`config.mk`:
```
export PLATFORM = sky130hd
export DESIGN_NAME = iff_ilbm_bitplane_parser_core
export DESIGN_NICKNAME = d
export VERILOG_FILES = /design/src/rtl/core/ilbm_pkg.sv /design/src/rtl/core/ilbm_front.sv /design/src/rtl/core/ilbm_queue.sv /design/src/rtl/core/ilbm_back.sv /design/src/rtl/core/iff_ilbm_bitplane_parser_core.sv
export SDC_FILE = /design/constraint.sdc
export NUM_CORES = 1
export LEC_CHECK = 0
export BUFFER_PORTS_ARGS = -buffer_cell sky130_fd_sc_hd__buf_2
export CORE_MARGIN = 1.5
export CORE_UTILIZATION = 45
export CTS_BUF_LIST = sky130_fd_sc_hd__clkbuf_16
export DETAILED_ROUTE_END_ITERATION = 8
export SYNTH_ARGS = -nofsm -noshare
export SYNTH_HDL_FRONTEND = slang
export SYNTH_HIERARCHICAL = 1
export SYNTH_SLANG_ARGS = --single-unit
```
`constraint.sdc`:
```
create_clock -name clk -period 8.25 [get_ports clk]
set_clock_uncertainty 0.1 [all_clocks]
set_input_delay 0.4125 -clock clk [delete_from_list [all_inputs] [get_ports clk]]
set_output_delay 0.4125 -clock clk [all_outputs]
set_load 0.01 [all_outputs]
```
`src/rtl/core/ilbm_pkg.sv`:
```
package ilbm_pkg;

  localparam int unsigned XW = 13;
  localparam int unsigned QUEUE_DEPTH = 4;

  localparam logic [31:0] TAG_FORM = 32'h464F524D;
  localparam logic [31:0] TAG_ILBM = 32'h494C424D;
  localparam logic [31:0] TAG_BMHD = 32'h424D4844;
  localparam logic [31:0] TAG_BODY = 32'h424F4459;

  localparam int unsigned DEF_WIDTH = 320;
  localparam int unsigned DEF_HEIGHT = 200;
  localparam logic [7:0] DEF_PLANES = 8'd4;
  localparam logic [4:0] BMHD_LEN = 5'd20;
  localparam logic [4:0] HEAD_LEN = 5'd12;
  localparam logic [4:0] FIELD_LEN = 5'd4;
  localparam logic [4:0] OFF_WIDTH_HI = 5'd0;
  localparam logic [4:0] OFF_WIDTH_LO = 5'd1;
  localparam logic [4:0] OFF_HEIGHT_HI = 5'd2;
  localparam logic [4:0] OFF_HEIGHT_LO = 5'd3;
  localparam logic [4:0] OFF_PLANES = 5'd8;
  localparam logic [7:0] PIXEL_ON = 8'd255;
  localparam logic [7:0] PIXEL_OFF = 8'd0;

  localparam logic ST_OK = 1'b0;
  localparam logic ST_NOT_IFF = 1'b1;

  typedef enum logic [2:0] {
    PH_HEADER,
    PH_TAG,
    PH_SIZE,
    PH_DATA,
    PH_PAD,
    PH_BODY,
    PH_DONE
  } phase_t;

  typedef enum logic [1:0] {
    RK_INFO   = 2'd0,
    RK_PIXEL  = 2'd1,
    RK_FINISH = 2'd2
  } res_kind_t;

  typedef struct packed {
    res_kind_t       kind;
    logic            fin;
    logic            status;
    logic [7:0]      data;
    logic [XW-1:0]   base_x;
    logic [XW-1:0]   row;
    logic [3:0]      npix;
    logic [XW-1:0]   width;
    logic [XW-1:0]   height;
    logic [7:0]      planes;
  } job_t;

endpackage

```
`src/rtl/core/ilbm_front.sv`:
```
module ilbm_front
  import ilbm_pkg::*;
#(
  parameter int unsigned MAX_WIDTH = 320,
  parameter int unsigned MAX_HEIGHT = 256
) (
  input  logic       clk,
  input  logic       rst,
  input  logic       in_valid,
  output logic       in_ready,
  input  logic [7:0] data_byte,
  input  logic       end_marker,
  output logic       job_push,
  output job_t       job,
  input  logic       queue_full
);

  localparam int unsigned WLIM = (MAX_WIDTH > DEF_WIDTH) ? MAX_WIDTH : DEF_WIDTH;
  localparam int unsigned HLIM = (MAX_HEIGHT > DEF_HEIGHT) ? MAX_HEIGHT : DEF_HEIGHT;
  localparam int unsigned WW = $clog2(WLIM + 1);
  localparam int unsigned HW = $clog2(HLIM + 1);
  localparam int unsigned RBW = $clog2((WLIM + 7) / 8 + 1);
  localparam int unsigned DW = ((WW > RBW + 3) ? WW : RBW + 3) + 1;

  phase_t          phase, phase_next;
  logic [4:0]      fcnt, fcnt_next;
  logic [31:0]     tag, tag_next;
  logic [31:0]     clen, clen_next;
  logic [31:0]     left, left_next;
  logic [WW-1:0]   width, width_next;
  logic [HW-1:0]   height, height_next;
  logic [7:0]      planes, planes_next;
  logic [HW-1:0]   row, row_next;
  logic [RBW-1:0]  rbyte, rbyte_next;
  logic            hvalid, hvalid_next;
  logic [7:0]      msb, msb_next;

  logic            accept;
  logic [31:0]     tag_sh;
  logic [31:0]     len_sh;
  logic [4:0]      cnt_inc;
  logic [31:0]     left_dec;
  logic [15:0]     w16;
  logic [RBW+2:0]  base_x;
  logic [DW-1:0]   diff;
  logic [RBW:0]    rbyte_inc;
  logic [WW:0]     row_bytes;
  logic [HW:0]     row_inc;

  assign in_ready = !queue_full;
  assign accept = in_valid && in_ready;
  assign tag_sh = {tag[23:0], data_byte};
  assign len_sh = {clen[23:0], data_byte};
  assign cnt_inc = fcnt + 5'd1;
  assign left_dec = left - 32'd1;
  assign w16 = {msb, data_byte};
  assign base_x = {rbyte, 3'b000};
  assign diff = DW'(width) - DW'(base_x);
  assign rbyte_inc = (RBW + 1)'(rbyte) + (RBW + 1)'(1);
  assign row_bytes = ((WW + 1)'(width) + (WW + 1)'(7)) >> 3;
  assign row_inc = (HW + 1)'(row) + (HW + 1)'(1);

  always_ff @(posedge clk) begin
    if (rst) begin
      phase  <= PH_HEADER;
      fcnt   <= '0;
      tag    <= '0;
      clen   <= '0;
      left   <= '0;
      width  <= WW'(DEF_WIDTH);
      height <= HW'(DEF_HEIGHT);
      planes <= DEF_PLANES;
      row    <= '0;
      rbyte  <= '0;
      hvalid <= 1'b0;
      msb    <= '0;
    end else begin
      phase  <= phase_next;
      fcnt   <= fcnt_next;
      tag    <= tag_next;
      clen   <= clen_next;
      left   <= left_next;
      width  <= width_next;
      height <= height_next;
      planes <= planes_next;
      row    <= row_next;
      rbyte  <= rbyte_next;
      hvalid <= hvalid_next;
      msb    <= msb_next;
    end
  end

  always_comb begin
    phase_next  = phase;
    fcnt_next   = fcnt;
    tag_next    = tag;
    clen_next   = clen;
    left_next   = left;
    width_next  = width;
    height_next = height;
    planes_next = planes;
    row_next    = row;
    rbyte_next  = rbyte;
    hvalid_next = hvalid;
    msb_next    = msb;
    job_push    = 1'b0;
    job         = '0;
    job.kind    = RK_FINISH;
    if (accept) begin
      if (end_marker) begin
        if (phase == PH_HEADER) begin
          job_push   = 1'b1;
          job.status = ST_NOT_IFF;
        end else if (phase != PH_DONE) begin
          job_push   = 1'b1;
          job.status = hvalid ? ST_OK : ST_NOT_IFF;
        end
        phase_next  = PH_HEADER;
        fcnt_next   = '0;
        tag_next    = '0;
        clen_next   = '0;
        left_next   = '0;
        width_next  = WW'(DEF_WIDTH);
        height_next = HW'(DEF_HEIGHT);
        planes_next = DEF_PLANES;
        row_next    = '0;
        rbyte_next  = '0;
        hvalid_next = 1'b0;
        msb_next    = '0;
      end else begin
        case (phase)
          PH_HEADER: begin
            tag_next  = tag_sh;
            fcnt_next = cnt_inc;
            if (cnt_inc == FIELD_LEN) begin
              hvalid_next = (tag_sh == TAG_FORM);
            end
            if (cnt_inc >= HEAD_LEN) begin
              fcnt_next = '0;
              tag_next  = '0;
              if (hvalid && tag_sh == TAG_ILBM) begin
                phase_next = PH_TAG;
              end else begin
                hvalid_next = 1'b0;
                phase_next  = PH_DONE;
                job_push    = 1'b1;
                job.status  = ST_NOT_IFF;
              end
            end
          end
          PH_TAG: begin
            tag_next  = tag_sh;
            fcnt_next = cnt_inc;
            if (cnt_inc >= FIELD_LEN) begin
              fcnt_next  = '0;
              clen_next  = '0;
              phase_next = PH_SIZE;
            end
          end
          PH_SIZE: begin
            clen_next = len_sh;
            fcnt_next = cnt_inc;
            if (cnt_inc >= FIELD_LEN) begin
              fcnt_next = '0;
              left_next = len_sh;
              if (tag == TAG_BODY) begin
                job_push    = 1'b1;
                job.kind    = RK_INFO;
                job.width   = XW'(width);
                job.height  = XW'(height);
                job.planes  = planes;
                row_next    = '0;
                rbyte_next  = '0;
                if (len_sh == 32'd0 || width == '0 || height == '0) begin
                  job.fin    = 1'b1;
                  phase_next = PH_DONE;
                end else begin
                  phase_next = PH_BODY;
                end
              end else if (len_sh == 32'd0) begin
                tag_next   = '0;
                phase_next = PH_TAG;
              end else begin
                phase_next = PH_DATA;
              end
            end
          end
          PH_DATA: begin
            if (tag == TAG_BMHD && fcnt < BMHD_LEN) begin
              case (fcnt)
                OFF_WIDTH_HI, OFF_HEIGHT_HI: msb_next = data_byte;
                OFF_WIDTH_LO: begin
                  width_next = (32'(w16) > MAX_WIDTH) ? WW'(MAX_WIDTH) : WW'(w16);
                end
                OFF_HEIGHT_LO: begin
                  height_next = (32'(w16) > MAX_HEIGHT) ? HW'(MAX_HEIGHT) : HW'(w16);
                end
                OFF_PLANES: planes_next = data_byte;
                default: ;
              endcase
              fcnt_next = cnt_inc;
            end
            left_next = left_dec;
            if (left_dec == 32'd0) begin
              fcnt_next  = '0;
              tag_next   = '0;
              phase_next = clen[0] ? PH_PAD : PH_TAG;
            end
          end
          PH_PAD: begin
            phase_next = PH_TAG;
          end
          PH_BODY: begin
            job_push    = 1'b1;
            job.kind    = RK_PIXEL;
            job.data    = data_byte;
            job.base_x  = XW'(base_x);
            job.row     = XW'(row);
            job.npix    = (diff >= DW'(8)) ? 4'd8 : 4'(diff);
            left_next   = left_dec;
            rbyte_next  = RBW'(rbyte_inc);
            row_next    = row;
            if (32'(rbyte_inc) >= 32'(row_bytes)) begin
              rbyte_next = '0;
              row_next   = HW'(row_inc);
            end
            if ((32'(rbyte_inc) >= 32'(row_bytes) && row_inc >= (HW + 1)'(height)) ||
                (32'(rbyte_inc) < 32'(row_bytes) && row >= height) ||
                left_dec == 32'd0) begin
              job.fin    = 1'b1;
              phase_next = PH_DONE;
            end
          end
          PH_DONE: ;
          default: ;
        endcase
      end
    end
  end

endmodule

```
`src/rtl/core/ilbm_queue.sv`:
```
module ilbm_queue
  import ilbm_pkg::*;
(
  input  logic clk,
  input  logic rst,
  input  logic push,
  input  job_t push_job,
  input  logic pop,
  output job_t head,
  output logic empty,
  output logic full
);

  localparam int unsigned PW = $clog2(QUEUE_DEPTH);
  localparam int unsigned CW = $clog2(QUEUE_DEPTH + 1);

  job_t          slots [QUEUE_DEPTH];
  logic [PW-1:0] wr_ptr;
  logic [PW-1:0] rd_ptr;
  logic [CW-1:0] count;

  assign empty = (count == '0);
  assign full = (count == CW'(QUEUE_DEPTH));
  assign head = slots[rd_ptr];

  always_ff @(posedge clk) begin
    if (push) begin
      slots[wr_ptr] <= push_job;
    end
  end

  always_ff @(posedge clk) begin
    if (rst) begin
      wr_ptr <= '0;
      rd_ptr <= '0;
      count  <= '0;
    end else begin
      if (push) begin
        wr_ptr <= (wr_ptr == PW'(QUEUE_DEPTH - 1)) ? '0 : wr_ptr + PW'(1);
      end
      if (pop) begin
        rd_ptr <= (rd_ptr == PW'(QUEUE_DEPTH - 1)) ? '0 : rd_ptr + PW'(1);
      end
      case ({push, pop})
        2'b10:   count <= count + CW'(1);
        2'b01:   count <= count - CW'(1);
        default: count <= count;
      endcase
    end
  end

`ifndef SYNTHESIS
  a_no_overflow: assert property (@(posedge clk) disable iff (rst) push |-> !full || pop)
    else $error("job pushed into full queue");
  a_no_underflow: assert property (@(posedge clk) disable iff (rst) pop |-> !empty)
    else $error("job popped from empty queue");
`endif

endmodule

```
`src/rtl/core/ilbm_back.sv`:
```
module ilbm_back
  import ilbm_pkg::*;
(
  input  logic        clk,
  input  logic        rst,
  input  job_t        head,
  input  logic        empty,
  output logic        pop,
  output logic        m_axis_tvalid,
  input  logic        m_axis_tready,
  output logic [55:0] m_axis_tdata,
  output logic [1:0]  m_axis_tuser,
  output logic        m_axis_tlast
);

  logic [3:0]  idx;
  logic [3:0]  n_main;
  logic [3:0]  total;
  logic        is_main;
  logic        is_last;
  logic        out_free;
  logic        load;
  res_kind_t   kind_out;
  logic [XW-1:0] x_full;

  res_kind_t   r_kind;
  logic [8:0]  r_x;
  logic [7:0]  r_y;
  logic [7:0]  r_value;
  logic [8:0]  r_width;
  logic [8:0]  r_height;
  logic [7:0]  r_planes;
  logic        r_status;
  logic        r_last;

  assign n_main = (head.kind == RK_PIXEL) ? head.npix : 4'd1;
  assign total = n_main + {3'b000, head.fin};
  assign is_main = (idx < n_main);
  assign is_last = ((idx + 4'd1) == total);
  assign out_free = !m_axis_tvalid || m_axis_tready;
  assign load = out_free && !empty;
  assign pop = load && is_last;
  assign kind_out = is_main ? head.kind : RK_FINISH;
  assign x_full = head.base_x + XW'(idx);

  always_ff @(posedge clk) begin
    if (rst) begin
      m_axis_tvalid <= 1'b0;
      idx           <= '0;
    end else begin
      if (load) begin
        m_axis_tvalid <= 1'b1;
        idx           <= is_last ? 4'd0 : idx + 4'd1;
      end else if (m_axis_tready) begin
        m_axis_tvalid <= 1'b0;
      end
    end
  end

  always_ff @(posedge clk) begin
    if (load) begin
      r_kind   <= kind_out;
      r_last   <= is_last;
      r_x      <= '0;
      r_y      <= '0;
      r_value  <= '0;
      r_width  <= '0;
      r_height <= '0;
      r_planes <= '0;
      r_status <= ST_OK;
      case (kind_out)
        RK_INFO: begin
          r_width  <= head.width[8:0];
          r_height <= head.height[8:0];
          r_planes <= head.planes;
        end
        RK_PIXEL: begin
          r_x     <= x_full[8:0];
          r_y     <= head.row[7:0];
          r_value <= head.data[3'd7 - idx[2:0]] ? PIXEL_ON : PIXEL_OFF;
        end
        RK_FINISH: r_status <= head.status;
        default: ;
      endcase
    end
  end

  // tdata: pixel_x, pixel_y, pixel_value, image_width, image_height, plane_count, load_status
  assign m_axis_tdata = {4'b0000, r_status, r_planes, r_height, r_width, r_value, r_y, r_x};
  assign m_axis_tuser = r_kind;
  assign m_axis_tlast = r_last;

`ifndef SYNTHESIS
  a_finish_last: assert property (@(posedge clk) disable iff (rst)
    m_axis_tvalid && m_axis_tuser == RK_FINISH |-> m_axis_tlast)
    else $error("finish transaction not marked last");
  a_pixel_value: assert property (@(posedge clk) disable iff (rst)
    m_axis_tvalid && m_axis_tuser == RK_PIXEL |->
      m_axis_tdata[24:17] == PIXEL_ON || m_axis_tdata[24:17] == PIXEL_OFF)
    else $error("pixel value neither on nor off");
  a_idx_bound: assert property (@(posedge clk) disable iff (rst)
    !empty |-> idx < total)
    else $error("result index beyond job length");
`endif

endmodule

```
`src/rtl/core/iff_ilbm_bitplane_parser_core.sv`:
```
// Parses an IFF ILBM file streamed in one byte per transaction (tuser high marks the end of
// the file) and returns image info, first-plane pixels (0 or 255) and a finish status. The
// chunk parser takes input bytes while the job queue is not full; a BODY byte yields one
// result per pixel it covers (up to eight), plus a finish result if it ends the image, and
// the result unit emits one result per cycle unless m_axis_tready stalls it. A four-entry
// job queue between them lets input be taken while earlier bytes are still being unpacked.
module iff_ilbm_bitplane_parser_core
  import ilbm_pkg::*;
#(
  parameter int unsigned MAX_WIDTH = 320,
  parameter int unsigned MAX_HEIGHT = 256
) (
  input  logic        clk,
  input  logic        rst,
  input  logic        s_axis_tvalid,
  output logic        s_axis_tready,
  input  logic [7:0]  s_axis_tdata,  // data_byte
  input  logic [0:0]  s_axis_tuser,  // end_marker
  output logic        m_axis_tvalid,
  input  logic        m_axis_tready,
  output logic [55:0] m_axis_tdata,  // pixel_x, pixel_y, pixel_value, image_width,
                                     // image_height, plane_count, load_status, zero fill
  output logic [1:0]  m_axis_tuser,  // result_kind
  output logic        m_axis_tlast   // run_last
);

  logic job_push;
  job_t push_job;
  job_t head;
  logic empty;
  logic full;
  logic pop;

  ilbm_front #(
    .MAX_WIDTH (MAX_WIDTH),
    .MAX_HEIGHT(MAX_HEIGHT)
  ) u_front (
    .clk       (clk),
    .rst       (rst),
    .in_valid  (s_axis_tvalid),
    .in_ready  (s_axis_tready),
    .data_byte (s_axis_tdata),
    .end_marker(s_axis_tuser[0]),
    .job_push  (job_push),
    .job       (push_job),
    .queue_full(full)
  );

  ilbm_queue u_queue (
    .clk     (clk),
    .rst     (rst),
    .push    (job_push),
    .push_job(push_job),
    .pop     (pop),
    .head    (head),
    .empty   (empty),
    .full    (full)
  );

  ilbm_back u_back (
    .clk          (clk),
    .rst          (rst),
    .head         (head),
    .empty        (empty),
    .pop          (pop),
    .m_axis_tvalid(m_axis_tvalid),
    .m_axis_tready(m_axis_tready),
    .m_axis_tdata (m_axis_tdata),
    .m_axis_tuser (m_axis_tuser),
    .m_axis_tlast (m_axis_tlast)
  );

endmodule
```
Yosys cells after proc, flatten, opt, wreduce, memory -nomap -nowiden
Memory sizes are Yosys's and may differ from the RTL's. A register that Yosys moved wholly into a read port is not among the register bits.
Cells that the tools add are included.

storage, ports and cells
  register bits = 213
  bits in latches = 0
  bits in writable memories = 304
  bits in read-only memories = 0
  bits of input ports = 13
  memories = 1

operators by class
  add/subtract/negate cells = 14
  $mul = 0
  div/mod/pow operators = 0
  order comparisons = 12
  equal/unequal tests = 34
  shifts and indexed selects = 0
  muxes and demuxes = 106
  bitwise operators = 0
  reduce and logical (&&, ||, !) cells = 53

memory list
  memory         words  bits a word  read ports  clocked after memory_dff  write ports  line              text
  u_queue.slots  4      76           1           1                         1            ilbm_queue.sv:17  job_t slots [QUEUE_DEPTH];

operator list
  operator                 number
  $mux W32                 8
  $eq A32 B31 Y1 const B   4
  $pmux W32 S4             1
  $mux W9                  14
  $mux W76                 1
  $mux W72                 1
  $mux W8                  9
  $mux W34                 2
  $logic_not A32 Y1        2
  $pmux W32 S2             1
  $mux W24                 2
  $pmux W24 S2             1
  $mux W38                 1
  $mux W3                  12
  $gt A16 B9 Y1 const B    2
  $sub A32 B1 Y32 const B  1
  $mux W30                 1
  $mux W1                  25
  $mux W5                  5
  $mux W6                  4
  $ne A3 B2 Y1 const B     7
  $reduce_and A4 Y1        5
  $logic_not A9 Y1         2
  $pmux W3 S6              1
  59 further kinds         107

Longest topological paths before layout
Gate-level depths: netlist of run 1.

  depth after elaboration = 9
  gate-level depth with buffers = 19
  depth with buffers taken out = 16

Hierarchy
Netlist of run 1, hierarchy kept.

modules (own cells, without submodules)
  module      times used  cells each  area each (sq um)  sequential area each (sq um)
  ilbm_queue  1           445         11458.5            9308.9
  ilbm_front  1           1190        9242.6             2922.8
  ilbm_back   1           204         2633.8             1541.5

Worst setup path after synthesis of run 1
OpenSTA, ideal clock, no wires.

  path type = reg2reg
  from = register u_front.tag[16]
  to = memory u_queue/slots[0][0] (netlist name), enable pin
  library setup time = 0.442 ns
  arrival = 4.227 ns
  data required time = 7.708 ns
  path slack = 3.481 ns
  stages on the path, launching flop included = 9
  path buffers = 0
  period minus slack after synthesis = 4.769 ns
  cell sequence = dfxtp_1 or3b_2 or4b_1 nor4b_2 nand3_1 a21oi_1 o21ai_0 a31oi_1 and2_1

on the way
  word-level cells in the longest chain between the ends = 9
  elaborated cells between the ends (all ways) = 12

ends and longest elaborated chain
  element                          line                                 text
  start: declaration               ilbm_front.sv:27                     logic [31:0] tag, tag_next;
  start signal: assignment         ilbm_front.sv:80                     tag <= tag_next;
  $eq A32 B31 Y1                   ilbm_front.sv:141                    if (hvalid && tag_sh == TAG_ILBM) begin
  $logic_and A1 B1 Y1              ilbm_front.sv:141
  $mux W1                          ilbm_front.sv:141
  $mux W1                          ilbm_front.sv:138                    if (cnt_inc >= HEAD_LEN) begin
  $pmux W1 S3 *                    ilbm_front.sv:131                    case (phase)
  $mux W1 *                        ilbm_front.sv:110                    if (end_marker) begin
  $mux W1 *                        ilbm_front.sv:109                    if (accept) begin
  via job_push                     iff_ilbm_bitplane_parser_core.sv:27  logic job_push;
  $mux W1 *                        ilbm_queue.sv:27                     if (push) begin
  $mux W1 (implied by the code) *  ilbm_queue.sv:28                     slots[wr_ptr] <= push_job;
  end: declaration                 ilbm_queue.sv:17

Mark *: on every way through the listed nets, which the timed path passes. The rest lies on a longest branch.

Worst setup path after layout of run 1
  from = register u_front.tag[21]
  to = memory u_queue/slots[2][8] (netlist name), enable pin

Same word-level chain as after synthesis.

==> impl_metrics.json, run 1 <==
{
  "total_leakage_power_nw": 7.93,
  "antenna_found_initial": 0,
  "start_kind": "flip-flop",
  "outcome": "complete, no violations",
  "dr.max_layer_used": "met4",
  "number_of_buffers_between_clock_root_and_the_deepest_sink": 3,
  "cts-htree-levels": 2,
  "core_um2": 45500,
  "post_synth_instance_area_um2": 20800,
  "post-route-worst-setup-slack_ns": 2.95,
  "final_slew_violations": 0,
  "diodes_inserted": 0,
  "worst-endpoint-required_ns": 8.40,
  "relSlewSlack_pct": 20.3,
  "dpl_worst_slack_ns": 3.00,
  "area_growth_pct": 10.3,
  "pwr_density_cell_nw_per_um2": 260,
  "crit_path_start": "u_front/tag[21]",
  "worstSetupEndpointType": "flip-flop",
  "cts_made_buffers": 47,
  "warnings_from_yosys": 6,
  "grt_max_degree": 58,
  "layout_common_cells": "sky130_fd_sc_hd__edfxtp_1 (284), sky130_fd_sc_hd__nor2_1 (186), sky130_fd_sc_hd__dfxtp_1 (158), sky130_fd_sc_hd__nand2_1 (110), sky130_fd_sc_hd__a21oi_1 (94)",
  "clock_tree_from_tritoncts": "yes",
  "grt_first_pass_wirelength_um": 75500,
  "fp.dieH_um": 218,
  "die_area_um2": 47500,
  "worst-endpoint-arrival_ns": 5.45,
  "place.gp.congestion": 0.843,
  "vias_per_cell": 5.76,
  "drt_iter0_markers": 1251,
  "layout_commonest_cell": "sky130_fd_sc_hd__edfxtp_1",
  "drive_gt1_share_pct": 14.9,
  "routedWlPerCell_um": 19.9,
  "place.detailed.hpwl_um": 31500,
  "post_route_clock_period_utilization_pct": 64.2,
  "setup_tns_ns": 0,
  "layout.core_utilization_pct": 50.4,
  "max_cap_viol_count": 0,
  "hp-class": "input pin to flip-flop",
  "start_util_pct": 45.7,
  "r2r_slack_ns": 2.95,
  "postSynthAreaPerCell_um2": 12.0,
  "routed_length_on_met3_um": 2520,
  "worstMarginPinSlew_ns": 1.19,
  "critPathMaxFanout": 40,
  "synthCells": 1737,
  "worstSetupPathType": "flip-flop to flip-flop",
  "port_buffers": 69,
  "ff2ff_path_depth": 9,
  "timing.final.setup_violations": 0,
  "number_of_resized_instances_in_the_post_cts_repair_step": 0,
  "rr_startpoint": "u_front/tag[21]",
  "wl_um": 47800,
  "grt.overflow.total": 0,
  "finalHoldViolations": 0,
  "route.layer.met1.wl_um": 22100,
  "io_pins": 74,
  "row_count": 78,
  "clock_tree_root_driver_cell": "sky130_fd_sc_hd__clkbuf_16",
  "crit_path_end": "u_queue/slots[2][8]",
  "die_x_um": 218,
  "cts_sinks": 444,
  "rsz0062_at_grt": "no",
  "clkTransAtPathRegs_ns": 0.06,
  "post_cts_hold_buffer_count": 0,
  "timing.fmax_ghz": 0.189,
  "groute.usage.overall_pct": 20.3,
  "via_count": 13900,
  "insertion_delay_ns": 0.59,
  "drt.antenna.violating_nets": 0,
  "detail_route.drc_violations": 0,
  "drt_pass1_iterations": 5,
  "power.ir.vdd_worst_uv": 186,
  "via_count_of_the_first_global_routing_pass": 13300,
  "finalNetCount": 1837,
  "met2WireLength_um": 22200,
  "post-cts-setup-buffer-count": 0,
  "r2r_end": "u_queue/slots[2][8]",
  "layout_min_cycle_time_ns": 5.30
}
layer usage:
metal  track usage, %  up-vias
met5                0        -
met4             5.26        0
met3             3.17       79
met2             32.2      389
met1             29.1     6845
li1                 -     6539
flip-flops by register name, indices dropped and copies added (netlist names), 9 cells and up, named ones only:
signal	flops
u_back/r_width	9
u_back/r_x	9
u_front/row	9
u_front/height	9
u_front/width	9
u_queue/slots	236
u_front/clen	24
u_front/left	32
u_back/r_height	9
u_front/tag	32
stage by stage:
stage	instance area [um2]	instances	power, W	hold slack [ns]
after floorplan	20800	1742	0.00370	0.340
after global placement	21400	2317	0.00395	0.352
after detailed placement	21400	2317	0.00396	0.361
after CTS	22900	2405	0.00603	0.0924
after global routing	22900	2405	0.00625	0.124
final	22900	2405	0.00596	0.0928
how the worst min path moves through the flow:
stage / end / cells after the start / startpoint
after floorplan: u_front/tag[30] / 1 / u_front/tag[30]
after global placement: u_front/tag[25] / 1 / u_front/tag[25]
after detailed placement: u_front/tag[30] / 1 / u_front/tag[30]
after CTS: u_back/m_axis_tvalid / 3 / m_axis_tready
after global routing: u_back/m_axis_tvalid / 3 / m_axis_tready
final: u_back/m_axis_tvalid / 3 / m_axis_tready
power breakdown:
| part | internal (W) | switching, W |
|---|---|---|
| Combinational | 0.000477 | 0.000663 |
| Clock | 0.00119 | 0.000873 |
| Sequential | 0.00264 | 0.000120 |
| Total | 0.00430 | 0.00166 |
worst max-delay path: stages, from the launching register on:
cell	delay [ns]
sky130_fd_sc_hd__dfxtp_1	0.32
sky130_fd_sc_hd__or4b_2	0.68
sky130_fd_sc_hd__nor4_1	0.54
sky130_fd_sc_hd__nor4b_2	0.52
sky130_fd_sc_hd__nand3_1	0.48
sky130_fd_sc_hd__a21oi_1	0.26
sky130_fd_sc_hd__o21ai_0	0.10
sky130_fd_sc_hd__a31oi_1	0.48
sky130_fd_sc_hd__and2_2	1.03
sky130_fd_sc_hd__buf_4	0.46
final cells by class:
cell class	count	area [um2]
fill	4054	22600
inverter	44	165
multi-input combinational	1142	8260
clock buffer	48	1200
clock inverter	40	317
sequential	444	11700
tap	600	751
timing repair buffer	87	483
Power figures use the tool's default switching activity.
==> run 2: changes to the inputs <==
Clock period 8.25 ns to 5.22 ns, I/O delays scaled along.
==> impl_metrics.json, run 2 (synthesis gave the netlist of run 1 again) <==
{
  "outcome": "complete, no violations",
  "row_count": 78,
  "critPathMaxFanout": 12,
  "cpMaxStageDelayCell": "sky130_fd_sc_hd__mux4_2",
  "diodes_inserted": 0,
  "critical_path.n_buffers_inverters": 2,
  "area_growth_pct": 10.9,
  "grt_first_pass_wirelength_um": 77000,
  "die_area_um2": 47500,
  "layout_common_cells": "sky130_fd_sc_hd__edfxtp_1 (284), sky130_fd_sc_hd__nor2_1 (186), sky130_fd_sc_hd__dfxtp_1 (158), sky130_fd_sc_hd__nand2_1 (110), sky130_fd_sc_hd__a21oi_1 (94)",
  "setup_tns_ns": 0,
  "grt.overflow.total": 0,
  "port_buffers": 69,
  "wl_um": 48500,
  "pwr_density_cell_nw_per_um2": 412,
  "timing.critical_path.mode_cell": "sky130_fd_sc_hd__ha_1",
  "number_of_buffers_between_clock_root_and_the_deepest_sink": 3,
  "post_route_clock_period_utilization_pct": 87.8,
  "postPlaceCellArea_um2": 21500,
  "layout_top_registers": "u_queue/slots x236, u_front/left x32, u_front/tag x32",
  "fp.dieH_um": 218,
  "cts_made_buffers": 48,
  "post-cts-setup-buffer-count": 0,
  "layout_min_cycle_time_ns": 4.58,
  "via_count_of_the_first_global_routing_pass": 13600,
  "place.gp.congestion": 0.880,
  "crit_path_cell_trace": "mux4_2, nor3b_1, inv_1, ha_1, ha_1, xnor2_1, xnor2_1, nand4_1, a21oi_2, and2_1, ha_1, inv_1, fa_1, xor2_1, or3_1, a21oi_1",
  "io_pins": 74,
  "antenna_found_initial": 0,
  "timing.fmax_ghz": 0.218,
  "clock_tree_root_driver_cell": "sky130_fd_sc_hd__clkbuf_16",
  "drt_iter0_markers": 1085,
  "worstMarginPinSlew_ns": 1.18,
  "finalInstanceArea_um2": 23100,
  "start_util_pct": 45.7,
  "drt.antenna.violating_nets": 0,
  "drive_gt1_share_pct": 15.2,
  "largest_reg_flops": 236,
  "drt_pass1_iterations": 5,
  "vias_per_cell": 5.75,
  "timing.final.setup_violations": 0,
  "final_slew_violations": 0,
  "via_count": 13900,
  "worstSetupEndpointType": "flip-flop",
  "clkTransAtPathRegs_ns": 0.06,
  "groute.usage.overall_pct": 20.8,
  "cts_sinks": 444,
  "finalNetCount": 1848,
  "routedWlPerCell_um": 20.1,
  "critical-path-max-stage-delay_ns": 0.64,
  "die_x_um": 218,
  "hp-class": "input pin to flip-flop",
  "clock_tree_from_tritoncts": "yes",
  "grt_max_degree": 73,
  "place.detailed.hpwl_um": 32100,
  "detail_route.drc_violations": 0,
  "max_cap_viol_count": 0,
  "worstSetupPathType": "flip-flop to flip-flop",
  "insertion_delay_ns": 0.59,
  "core_um2": 45500,
  "relSlewSlack_pct": 20.7,
  "power.ir.vdd_worst_uv": 290,
  "cts-htree-levels": 2,
  "worst-endpoint-required_ns": 5.62,
  "rsz0062_at_grt": "no",
  "total_leakage_power_nw": 8.01,
  "critical_path.top_delay_family": "simple AND/OR/NAND/NOR gates",
  "finalHoldViolations": 0,
  "start_kind": "flip-flop",
  "worst-endpoint-arrival_ns": 4.99,
  "layout_commonest_cell": "sky130_fd_sc_hd__edfxtp_1",
  "register_with_the_most_flip_flops": "u_queue/slots"
}
-- run 2: changes by cell type in the layout (fill, tap and decap cells not counted), sizes merged --
| cell | delta |
|---|---|
| buf | +9 |
| clkbuf | +1 |
| clkinv | -7 |
| clkinvlp | -2 |
| dlygate4sd3 | +1 |
| inv | +8 |
-- run 2: metrics by stage --
step / power, W / std cells / hold WS [ns] / setup WS [ns] / util (%)
2_1_floorplan: 0.00584 / 1742 / 0.230 / 0.850 / -
3_3_place_gp: 0.00628 / 2326 / 0.354 / 0.777 / 47.3
3_5_place_dp: 0.00630 / 2326 / 0.351 / 0.650 / 47.3
4_1_cts: 0.00961 / 2415 / 0.00211 / 0.622 / 50.7
5_1_grt: 0.00993 / 2415 / 0.0583 / 0.373 / 50.7
6_report: 0.00949 / 2415 / 0.0494 / 0.636 / 50.7
-- run 2: final cells by class --
| type | instances | area [um2] |
|---|---|---|
| Clock buffer | 49 | 1230 |
| Clock inverter | 39 | 295 |
| Fill cell | 4013 | 22400 |
| Inverter | 44 | 165 |
| Multi-Input combinational cell | 1142 | 8260 |
| Sequential cell | 444 | 11700 |
| Tap cell | 600 | 751 |
| Timing Repair Buffer | 97 | 623 |
-- run 2: power by group --
group	internal, W	switching (W)
Clock	0.00190	0.00139
Sequential	0.00417	0.000151
Combinational	0.000771	0.00111
Total	0.00684	0.00265
-- run 2: worst min-delay path, stage by stage --
cell and delay [ns]:
sky130_fd_sc_hd__buf_2 0.15, sky130_fd_sc_hd__nand2_1 0.06, sky130_fd_sc_hd__o31ai_1 0.06, sky130_fd_sc_hd__a22oi_1 0.08, sky130_fd_sc_hd__nor2_1 0.09
-- run 2: final timing paths --
kind | startpoint | to | slack [ns] | depth (start not counted)
setup / recovery | flip-flop | u_queue/count[2] | 0.64 | 16
hold / removal | s_axis_tdata[4] | u_front/left[4] | 0.05 | 5
setup reg to reg | flip-flop | u_queue/count[2] | 0.64 | 16
hold reg to reg | u_front/height[4] | u_front/height[4] | 0.37 | 2
-- run 2: timing repair --
item / in CTS / in global routing
gates resized for setup: 0 / 0
hold endpoints to repair: 1 / 0
hold buffers: 1 / 0
-- run 2: layer usage --
metal / share of wire [%] / vias to the layer above / global-route usage, %
li1: - / 6553 / -
met1: 45 / 6820 / 28.5
met2: 46 / 398 / 33.0
met3: 5.3 / 109 / 3.22
met4: 3.4 / 0 / 8.37
met5: 0 / - / 0
